File: src/hw/rtl/kmds_pkg.sv
package kmds_pkg;

	// Matrix geometry and debounce depth
	localparam int ROWS      = 8;
	localparam int COLS      = 16;
	localparam int HISTORY   = 4;
	localparam int MAX_SLOTS = 6;

	localparam int RowW   = 3;
	localparam int ColW   = 4;
	localparam int RoundW = 2;
	localparam int CntW   = 3;
	localparam int HistD  = 32;
	localparam int HistAW = 5;

	localparam logic [15:0] ColMask = 16'((32'd1 << COLS) - 32'd1);

	// Result kinds
	localparam logic KIND_KEY = 1'b0;
	localparam logic KIND_SUM = 1'b1;

	// Reset value of the key limit register
	localparam logic [2:0] MaxKeysRst = 3'd6;

	typedef struct packed {
		logic [2:0]  row_index;
		logic [15:0] column_bits;
	} in_item_t;

	typedef struct packed {
		logic       kind;
		logic [7:0] key_pos;
		logic [2:0] key_count;
		logic       report_changed;
		logic       last;
	} out_item_t;

	typedef enum logic [1:0] {
		ST_IDLE,
		ST_MERGE,
		ST_WALK,
		ST_SUM
	} state_t;

	// Controller to datapath
	typedef struct packed {
		logic accept;
		logic merge;
		logic walk;
		logic sum;
	} cmd_t;

	// Datapath to controller
	typedef struct packed {
		logic out_free;
		logic col_last;
		logic row_last;
	} status_t;

endpackage

File: src/hw/rtl/key_matrix_debounce_scanner.sv
// A key in column c is written to the output register at its walk step, after the merge step.
// A new row request is taken only after the last one's accept, merge and 16 column steps, plus
//   the end-of-scan summary on the last row; output stall holds the column walk.
// The single column walk over the debounced row sets the pace, one column per cycle unless stalled.
// Reset (arst_n low): history, debounced rows, lists and counts clear at once; the
//   32-entry history memory uses per-entry valid flags, so no clearing pass is needed.
module key_matrix_debounce_scanner (
	input  logic                clk,
	input  logic                arst_n,
	input  logic                in_valid,
	output logic                in_stall,
	input  kmds_pkg::in_item_t  in_data,
	output logic                out_valid,
	input  logic                out_stall,
	output kmds_pkg::out_item_t out_data,
	input  logic                cfg_valid,
	output logic                cfg_ready,
	input  logic [2:0]          cfg_data
);

	kmds_pkg::cmd_t    cmd;
	kmds_pkg::status_t sts;

	// Register writes are taken at any time
	assign cfg_ready = 1'b1;

	kmds_ctrl u_ctrl (
		.clk      (clk),
		.arst_n   (arst_n),
		.in_valid (in_valid),
		.in_stall (in_stall),
		.sts      (sts),
		.cmd      (cmd)
	);

	kmds_datapath u_dp (
		.clk       (clk),
		.arst_n    (arst_n),
		.cmd       (cmd),
		.sts       (sts),
		.in_data   (in_data),
		.cfg_valid (cfg_valid),
		.cfg_data  (cfg_data),
		.out_data  (out_data),
		.out_valid (out_valid),
		.out_stall (out_stall)
	);

endmodule

File: src/hw/rtl/kmds_ctrl.sv
module kmds_ctrl (
	input  logic              clk,
	input  logic              arst_n,
	input  logic              in_valid,
	output logic              in_stall,
	input  kmds_pkg::status_t sts,
	output kmds_pkg::cmd_t    cmd
);

	kmds_pkg::state_t state_q, state_nx;

	// State register
	always_ff @(posedge clk or negedge arst_n) begin
		if (!arst_n) begin
			state_q <= kmds_pkg::ST_IDLE;
		end else begin
			state_q <= state_nx;
		end
	end

	// Next state
	always_comb begin
		state_nx = state_q;
		case (state_q)
			kmds_pkg::ST_IDLE: begin
				if (in_valid) state_nx = kmds_pkg::ST_MERGE;
			end
			kmds_pkg::ST_MERGE: begin
				state_nx = kmds_pkg::ST_WALK;
			end
			kmds_pkg::ST_WALK: begin
				if (sts.out_free && sts.col_last) begin
					state_nx = sts.row_last ? kmds_pkg::ST_SUM : kmds_pkg::ST_IDLE;
				end
			end
			kmds_pkg::ST_SUM: begin
				if (sts.out_free) state_nx = kmds_pkg::ST_IDLE;
			end
			default: state_nx = kmds_pkg::ST_IDLE;
		endcase
	end

	// Commands
	always_comb begin
		cmd      = '0;
		in_stall = 1'b1;
		case (state_q)
			kmds_pkg::ST_IDLE: begin
				in_stall   = 1'b0;
				cmd.accept = in_valid;
			end
			kmds_pkg::ST_MERGE: cmd.merge = 1'b1;
			kmds_pkg::ST_WALK:  cmd.walk  = sts.out_free;
			kmds_pkg::ST_SUM:   cmd.sum   = sts.out_free;
			default: cmd = '0;
		endcase
	end

endmodule

File: src/hw/rtl/kmds_datapath.sv
module kmds_datapath (
	input  logic                clk,
	input  logic                arst_n,
	input  kmds_pkg::cmd_t      cmd,
	output kmds_pkg::status_t   sts,
	input  kmds_pkg::in_item_t  in_data,
	input  logic                cfg_valid,
	input  logic [2:0]          cfg_data,
	output kmds_pkg::out_item_t out_data,
	output logic                out_valid,
	input  logic                out_stall
);

	logic [kmds_pkg::RowW-1:0]   row_q;
	logic [15:0]                 sample_q;
	logic [kmds_pkg::RoundW-1:0] round_q, round_inc, round_nx;
	logic [15:0]                 hist_mem [kmds_pkg::HistD];
	logic [kmds_pkg::HistD-1:0]  hist_vld_q;
	logic [15:0]                 rd_data_q;
	logic                        rd_vld_q;
	logic [15:0]                 deb_q [kmds_pkg::ROWS];
	logic [15:0]                 fresh_q;
	logic [kmds_pkg::ColW-1:0]   col_q;
	logic [kmds_pkg::CntW-1:0]   count_q, sent_cnt_q;
	logic [7:0]                  coll_q [kmds_pkg::MAX_SLOTS];
	logic [7:0]                  sent_q [kmds_pkg::MAX_SLOTS];
	logic [2:0]                  max_keys_q;
	kmds_pkg::out_item_t         out_q;
	logic                        out_valid_q;

	logic [kmds_pkg::HistAW-1:0] rd_addr, wr_addr;
	logic [15:0]                 prev, changed, fresh, higher;
	logic [kmds_pkg::CntW-1:0]   lim, cnt_inc;
	logic                        emit, key_last, differ;
	logic [7:0]                  pos;

	// Scan round steps at row 0 and wraps at the history depth
	assign round_inc = (round_q == kmds_pkg::RoundW'(kmds_pkg::HISTORY - 1)) ?
		'0 : round_q + kmds_pkg::RoundW'(1);
	assign round_nx = (in_data.row_index == '0) ? round_inc : round_q;
	assign rd_addr  = {in_data.row_index, round_nx};
	assign wr_addr  = {row_q, round_q};

	// Debounce merge: take the old sample where it agrees with the new one
	assign prev    = rd_vld_q ? rd_data_q : '0;
	assign changed = prev ^ sample_q;
	assign fresh   = ((deb_q[row_q] & changed) | (prev & ~changed)) & kmds_pkg::ColMask;

	// Key limit clamped to 1..MAX_SLOTS
	always_comb begin
		if (max_keys_q == '0) begin
			lim = kmds_pkg::CntW'(1);
		end else if (max_keys_q > kmds_pkg::CntW'(kmds_pkg::MAX_SLOTS)) begin
			lim = kmds_pkg::CntW'(kmds_pkg::MAX_SLOTS);
		end else begin
			lim = max_keys_q;
		end
	end

	// Column walk: one column per step, last flag looks ahead over higher columns
	assign cnt_inc  = count_q + kmds_pkg::CntW'(1);
	assign emit     = cmd.walk && fresh_q[col_q] && (count_q < lim);
	assign higher   = fresh_q & (16'hFFFE << col_q);
	assign key_last = !sts.row_last && ((cnt_inc >= lim) || (higher == '0));
	assign pos      = 8'({row_q, col_q});

	// List compare against the last reported list
	always_comb begin
		differ = (count_q != sent_cnt_q);
		for (int i = 0; i < kmds_pkg::MAX_SLOTS; i++) begin
			if ((kmds_pkg::CntW'(i) < count_q) && (coll_q[i] != sent_q[i])) differ = 1'b1;
		end
	end

	assign sts.out_free = !out_valid_q || !out_stall;
	assign sts.col_last = (col_q == kmds_pkg::ColW'(kmds_pkg::COLS - 1));
	assign sts.row_last = (row_q == kmds_pkg::RowW'(kmds_pkg::ROWS - 1));

	// Sample history memory
	always_ff @(posedge clk) begin
		if (cmd.merge) hist_mem[wr_addr] <= sample_q;
		if (cmd.accept) rd_data_q <= hist_mem[rd_addr];
	end

	// Item registers and fresh row
	always_ff @(posedge clk) begin
		if (cmd.accept) begin
			row_q    <= in_data.row_index;
			sample_q <= in_data.column_bits & kmds_pkg::ColMask;
		end
		if (cmd.merge) fresh_q <= fresh;
	end

	// Control and reset-cleared state
	always_ff @(posedge clk or negedge arst_n) begin
		if (!arst_n) begin
			round_q     <= '0;
			hist_vld_q  <= '0;
			rd_vld_q    <= 1'b0;
			col_q       <= '0;
			count_q     <= '0;
			sent_cnt_q  <= '0;
			max_keys_q  <= kmds_pkg::MaxKeysRst;
			out_valid_q <= 1'b0;
			for (int r = 0; r < kmds_pkg::ROWS; r++) deb_q[r] <= '0;
			for (int i = 0; i < kmds_pkg::MAX_SLOTS; i++) begin
				coll_q[i] <= '0;
				sent_q[i] <= '0;
			end
		end else begin
			if (cfg_valid) max_keys_q <= cfg_data;
			if (cmd.accept) begin
				round_q  <= round_nx;
				rd_vld_q <= hist_vld_q[rd_addr];
				if (in_data.row_index == '0) count_q <= '0;
			end
			if (cmd.merge) begin
				deb_q[row_q]        <= fresh;
				hist_vld_q[wr_addr] <= 1'b1;
				col_q               <= '0;
			end
			if (cmd.walk) col_q <= col_q + kmds_pkg::ColW'(1);
			if (emit) begin
				coll_q[count_q] <= pos;
				count_q         <= cnt_inc;
			end
			if (cmd.sum && differ) begin
				sent_cnt_q <= count_q;
				for (int i = 0; i < kmds_pkg::MAX_SLOTS; i++) sent_q[i] <= coll_q[i];
			end
			// Output register
			if (emit || cmd.sum) begin
				out_valid_q <= 1'b1;
			end else if (!out_stall) begin
				out_valid_q <= 1'b0;
			end
		end
	end

	// Output payload
	always_ff @(posedge clk) begin
		if (emit) begin
			out_q.kind           <= kmds_pkg::KIND_KEY;
			out_q.key_pos        <= pos;
			out_q.key_count      <= '0;
			out_q.report_changed <= 1'b0;
			out_q.last           <= key_last;
		end else if (cmd.sum) begin
			out_q.kind           <= kmds_pkg::KIND_SUM;
			out_q.key_pos        <= '0;
			out_q.key_count      <= count_q;
			out_q.report_changed <= differ;
			out_q.last           <= 1'b1;
		end
	end

	assign out_data  = out_q;
	assign out_valid = out_valid_q;

	// Collected keys never exceed the slot count
	a_count_range: assert property (@(posedge clk) disable iff (!arst_n)
		count_q <= kmds_pkg::CntW'(kmds_pkg::MAX_SLOTS))
		else $error("collected count beyond slots");

	// A key result carries the column that was walked
	a_key_col: assert property (@(posedge clk) disable iff (!arst_n)
		emit |=> (out_q.key_pos[3:0] == $past(col_q)) && (out_q.kind == kmds_pkg::KIND_KEY))
		else $error("key position does not match walked column");

	// A changed report becomes the sent list
	a_sent_upd: assert property (@(posedge clk) disable iff (!arst_n)
		(cmd.sum && differ) |=> (sent_cnt_q == out_q.key_count) && out_q.report_changed)
		else $error("sent list not updated on changed report");

endmodule

File: config.mk
export PLATFORM = sky130hd
export DESIGN_NAME = key_matrix_debounce_scanner
export DESIGN_NICKNAME = d
export VERILOG_FILES = /design/src/hw/rtl/kmds_pkg.sv /design/src/hw/rtl/key_matrix_debounce_scanner.sv /design/src/hw/rtl/kmds_ctrl.sv /design/src/hw/rtl/kmds_datapath.sv
export SDC_FILE = /design/constraint.sdc
export NUM_CORES = 1
export LEC_CHECK = 0
export BUFFER_PORTS_ARGS = -buffer_cell sky130_fd_sc_hd__buf_2
export CAP_MARGIN = 30
export CORE_ASPECT_RATIO = 0.6
export CORE_MARGIN = 3
export CORE_UTILIZATION = 40
export CTS_CLUSTER_DIAMETER = 100
export DETAILED_ROUTE_END_ITERATION = 8
export SYNTH_ARGS = -nofsm -noshare
export SYNTH_HDL_FRONTEND = slang
export SYNTH_SLANG_ARGS = --single-unit
File: constraint.sdc
create_clock -name clk -period 3.6 [get_ports clk]
set_input_delay 0.72 -clock clk [delete_from_list [all_inputs] [get_ports clk]]
set_output_delay 0.72 -clock clk [all_outputs]
set_load 0.02 [all_outputs]
* Word-level counts from Yosys, hierarchy flattened
Memory sizes are Yosys's and may differ from the RTL's. A register that Yosys moved wholly into a read port is not among the register bits. Index checks and enable logic that the tools add are counted.
Operators by class: bitwise logic cells 9, $add $sub $neg 3, eq/ne operators 17, reductions and logical operators 30, multiplexer cells 47, magnitude comparators 17, shift operators 1
Operators with widths (count):
- $bwmux 128 | 1
- $mux 16 | 4
- $and 16x16->16 | 3
- $bmux 16 s3 | 1
- $bwmux 48 | 1
- $demux 16 s3 | 1
- $ne 8x8->1 | 6
- $or 32x32->32 | 1
- $demux 8 s3 | 1
- $mux 12 | 2
- $mux 1 | 18
- $logic_not 16->1 | 1
- $not 16->16 | 1
- $or 16x16->16 | 1
- $shl 16x4->16 const A | 1
- $xor 16x16->16 | 1
- $mux 3 | 5
- $logic_and 1x1->1 | 14
- $lt 5x6->1 const B | 2
- $mux 2 | 6
- $ge 4x4->1 const B | 2
- $lt 4x1->1 const B | 2
- $mux 4 | 2
- $mux 8 | 1
- 30 further kinds | 46
Word-level totals: logic and storage cells 162, bits in writable memories 512, output and inout bits 17, flip-flop bits (word level) 323, bits of input ports 27, memories 1
Memory list:
- u_dp.hist_mem | depth 32, width 16, read ports 1, clocked after memory_dff 1, wr ports 1, RTL line kmds_datapath.sv:17 | logic [15:0] hist_mem [kmds_pkg::HistD];

* Depth between registers and ports, before layout
word-level depth 10, depth in mapped cells 12, gate-level depth less buffers 9

* Cells and area by module
A second synthesis with hierarchy kept.
Second synthesis, totals: cell total of the unflattened synthesis 2454, area total of the unflattened synthesis 34255.4 um^2
By module, submodules not included:
- kmds_datapath | cells an instance 2435, area each 34115.2 um^2, times used 1, seq. area each 23780.3 um^2
- kmds_ctrl | cells an instance 17, area each 128.9 um^2, times used 1, seq. area each 50.0 um^2
- key_matrix_debounce_scanner | cells an instance 2, area each 11.3 um^2, times used 1, seq. area each 0.0 um^2

* Least setup slack after synthesis
No wires, ideal clock.
path kind in2reg, from input in_valid, to register u_dp.rd_vld_q, setup slack 741 ps, arrival 2780 ps, data required time 3521 ps, path buffers 1, setup time 79 ps, cell stages on the path 6, cells stage by stage and3_1 -> clkbuf_1 -> o21ai_0 -> a211o_1 -> o311ai_1 -> a2bb2oi_1
RTL lines:
- start: declaration | RTL line key_matrix_debounce_scanner.sv:10 | input logic in_valid,
- end signal: assignment | RTL line kmds_datapath.sv:114 | rd_vld_q <= hist_vld_q[rd_addr];
- end: declaration | RTL line kmds_datapath.sv:20 | logic rd_vld_q;

* Worst setup path in the final report
from register u_dp.round_q[1] in the netlist's numbering, to register u_dp.rd_data_q[12], read port of u_dp.hist_mem (data pin)
Between the ends: word-level cells in the longest chain between the ends 3, elaborated cells between the ends (all ways) 4, classes of those cells add/sub: 1; eq/ne: 1; mux: 2
Ends and longest elaborated chain:
- start: declaration | RTL line kmds_datapath.sv:16 | logic [kmds_pkg::RoundW-1:0] round_q, round_inc, round_nx;
- start signal: assignment | RTL line kmds_datapath.sv:113 | round_q <= round_nx;
- $add 2x1->2 or $eq 2x2->1 (tied branches) | RTL line kmds_datapath.sv:39, kmds_datapath.sv:38
- $mux 2 | RTL line kmds_datapath.sv:38 | assign round_inc = (round_q == kmds_pkg::RoundW'(kmds_pkg::HISTORY - 1)) ?
- $mux 2 (*) | RTL line kmds_datapath.sv:40 | assign round_nx = (in_data.row_index == '0) ? round_inc : round_q;
- end: declaration | RTL line kmds_datapath.sv:19 | logic [15:0] rd_data_q;
Mark *: on every way between the ends. The rest lies on a longest branch, timed or not. A chain may end at the register's enable or synchronous reset.

==> flow_summary_export.csv <==
group,metric,value,unit
status,status,"finished, final reports clean",
synth,synth_nets,2544,
die,core,0.08578,mm²
die,num_rows,83,
worst_setup_path,worst-setup-path-type,"flip-flop to flip-flop",
pwr,cellPowerDensity,714.1,mW/mm²
clocking,tritoncts,"done",
grt,grt_usage,21.02,%
synth,ys_types,75,
grt,top_usage_layer,"met1",
synth,async_flop_share,31.35,%
placed_design,hpwl,60700,µm
worst_setup_path,endpoint_kind,"flip-flop",
synth,synth_seq_cells,839,
clocking,clock_latency,0.65,ns
final_layout,nets,2634,
detailed_routing,firstDrtPassIters,5,
worst_setup_path,worst-path-max-fanout,40,
grt,grt_start_max_net_pins,97,
timing,fin_skew,0.01978,ns
placed_design,numPortBuffers,41,
clocking,ctsHoldBuffers,0,
synth,synth-main-ff-cell,"edfxtp_1",
clocking,cts_root_buf,"clkbuf_16",
final_layout,layout.cells.non_filler,3813,
grt,grt_pass1_vias,21200,
die,fp.dieW,386.6,µm
timing,setup_viol,0,
placed_design,dp_cells,3657,
clocking,ctsHtreeMaxLevel,3,
flow_run,maxCapViolCount,0,
min_path,min_path_type,"primary input to asynchronous set/reset pin",
synth,ys_warn_count,0,
detailed_routing,viasPerCell,5.821,
clocking,clock_sinks,839,
clocking,numCtsBuffers,81,
die,die_h,234.4,µm
placed_design,gp_congestion,0.8496,
die,num_io_pins,44,
detailed_routing,drtIter0Drc,2887,
final_layout,mostFrequentLayoutCell,"edfxtp_1",
timing,slew_headroom,32.79,%
clocking,clk_pin_slew,0.06,ns
grt,antenna_found_initial,6,
timing,setup_tns,0,ns
timing,fin_crit_sh,95.52,%
final_layout,syn2layout_area_growth,13.97,%
detailed_routing,post-route-drc-count,0,
pwr,total_leakage_power,15.02,nW
grt,grtUsageMet1,32.41,%
synth,syn_inst,2504,
grt,grt_use_met2,28.90,%
timing,maxSlewViolCount,0,
worst_setup_path,r2r_cells,8,
grt,grtUsageMet3,5.755,%
detailed_routing,vias,22200,
worst_setup_path,worst_setup_path_start_kind,"flip-flop",
pwr,peakVddDrop,0.4665,mV
placed_design,pre_cts_ws,-0.1541,ns
timing,layout_min_cycle_time,3.439,ns
worst_setup_path,r2r_slack,0.16,ns
synth,synth-seq-area-share,68.55,%
timing,setup_slack,0.1613,ns
final_layout,final_layout_size_suffix_gt1_share,17.27,%
worst_setup_path,r2r_end,"u_dp.rd_data_q[12]",
synth,avgSynthCellArea,13.88,µm²
detailed_routing,antenna_left,0,
die,die-area,0.09060,mm²
worst_setup_path,required,3.96,ns
grt,grt_pass1_wl,142100,µm
worst_setup_path,rr_startpoint,"u_dp.round_q[1]",
timing,fmax,290.8,MHz
timing,max_slew.worst_pin.slew,1.004,ns
worst_setup_path,arrival,3.80,ns
die,start_util,40.53,%
timing,rsz0062_at_grt,"no",
grt,grt_overflow,0,
final_layout,final_core_util,46.19,%
timing,final-hold-violation-count,0,
synth,synth_edf_count,571,
final_layout,layout_common_cells,"edfxtp_1, dfrtp_1, nand2_1, nand3_1, mux2i_1",
detailed_routing,wl_per_cell,25.28,µm
synth,syn_area,0.03476,mm²
detailed_routing,finalWirelength,96390,µm
clocking,cts_buffer_depth,3,
==> final cells by class <==
type,instances,area (µm²)
timing repair buffer,174,1486
clock buffer,112,2235
inverter,29,108.9
clock inverter,40,391.6
tap,1147,1435
multi-input combinational,1469,10120
sequential,839,23830
fill,7588,46160
antenna,3,7.507
==> worst max-delay path by stage <==
stage	start	end	slack (ns)
floorplan	in_valid	u_dp.rd_vld_q	0.74
global placement	in_data[18]	u_dp.rd_data_q[11]	-0.11
detailed placement	in_data[18]	u_dp.rd_data_q[11]	-0.15
CTS	u_dp.round_q[1]	u_dp.rd_data_q[11]	0.07
global route	u_dp.round_q[0]	u_dp.rd_data_q[13]	0.1
finish	u_dp.round_q[1]	u_dp.rd_data_q[12]	0.16
==> Yosys cell counts (7+ instances only) <==
master	n	area, µm²
a22oi_1	28	210.2
a21oi_1	101	505.5
o22ai_1	37	231.5
a21o_1	7	52.55
a211oi_1	19	142.6
maj3_1	7	70.07
xor2_1	31	271.5
o31a_1	17	148.9
nand4_1	35	219.0
ha_1	13	162.7
mux2_2	98	1104
inv_1	28	105.1
nand2_1	260	975.9
mux2i_1	133	1331
or2_2	30	187.7
nor4_1	7	43.79
o21ai_0	92	460.4
buf_1	13	48.80
o21ai_1	21	105.1
and2_1	41	256.5
mux2_1	60	675.7
a221oi_1	9	78.83
xnor2_1	15	131.4
nand3_1	151	755.7
nor2_1	66	247.7
a32o_1	32	320.3
dfrtp_1	261	6531
nor3_1	27	135.1
clkbuf_1	95	356.6
and3_1	19	118.9
buf_4	7	52.55
a31oi_1	24	150.1
buf_2	45	225.2
nor2b_1	7	43.79
edfxtp_1	571	17150
mux4_2	14	315.3
==> registers in the layout, indices dropped and copies added (netlist names) <==
signal           flops
u_dp.sent_cnt_q      3
u_dp.row_q           3
u_ctrl.state_q       2
u_dp.rd_vld_q        1
u_dp.out_valid       1
u_dp.sample_q       16
u_dp.rd_data_q      16
u_dp.round_q         2
u_dp.fresh_q        16
u_dp.col_q           4
u_dp.out_data       13
u_dp.max_keys_q      3
u_dp.count_q         3
u_dp.deb_q         128
u_dp.hist_mem      512
u_dp.sent_q         42
u_dp.coll_q         42
u_dp.hist_vld_q     32
==> metal layers <==
metal	wire, µm	up-vias
li1	-	9580
met1	45040	11410
met2	39540	1058
met3	9811	146
met4	1985	2
met5	13	-
==> report_power, final <==
part / total, mW / switching [mW] / internal, mW / leakage (nW)
Clock: 8.47 / 3.67 / 4.80 / 1.29
Sequential: 12.5 / 0.846 / 11.7 / 8.65
Combinational: 7.27 / 4.43 / 2.84 / 5.08
Total: 28.3 / 8.94 / 19.3 / 15.0
==> worst max-delay path, cell delays in order, from the launching register on <==
cell and delay, ns:
dfrtp_1 0.42, ha_1 0.41, or2_2 0.42, o21ai_4 0.19
buf_4 0.49, mux2i_1 0.26, a22oi_1 0.12, a211oi_1 0.68
nand3_1 0.16
==> stage by stage <==
stage          cell area (µm²)  power [mW]  hold slack, ns
6_report                 39620       28.29         0.09847
5_1_grt                  39620       29.59          0.1644
4_1_cts                  39580       28.35          0.1376
3_5_place_dp             36950       19.89          0.4364
3_3_place_gp             36900       19.64          0.4295
2_1_floorplan            34760       17.37          0.4242
==> repair_timing <==
item	CTS	global route
setup buffers	0	0
setup endpoints to repair	0	1
resized for setup	0	1
endpoints found under the hold margin	0	0
==> kinds of logic after synthesis <==
group | synth area share [%]
DFF | 68.55
and+or+nand+nor | 9.092
AOI/OAI and AO/OA | 8.113
muxes | 9.855
buffers and inverters | 2.541
xor gates and xnor gates | 1.159
adders and majority gates | 0.6695
other | 0.02160
Note: power is estimated with default switching activity, not from simulation.
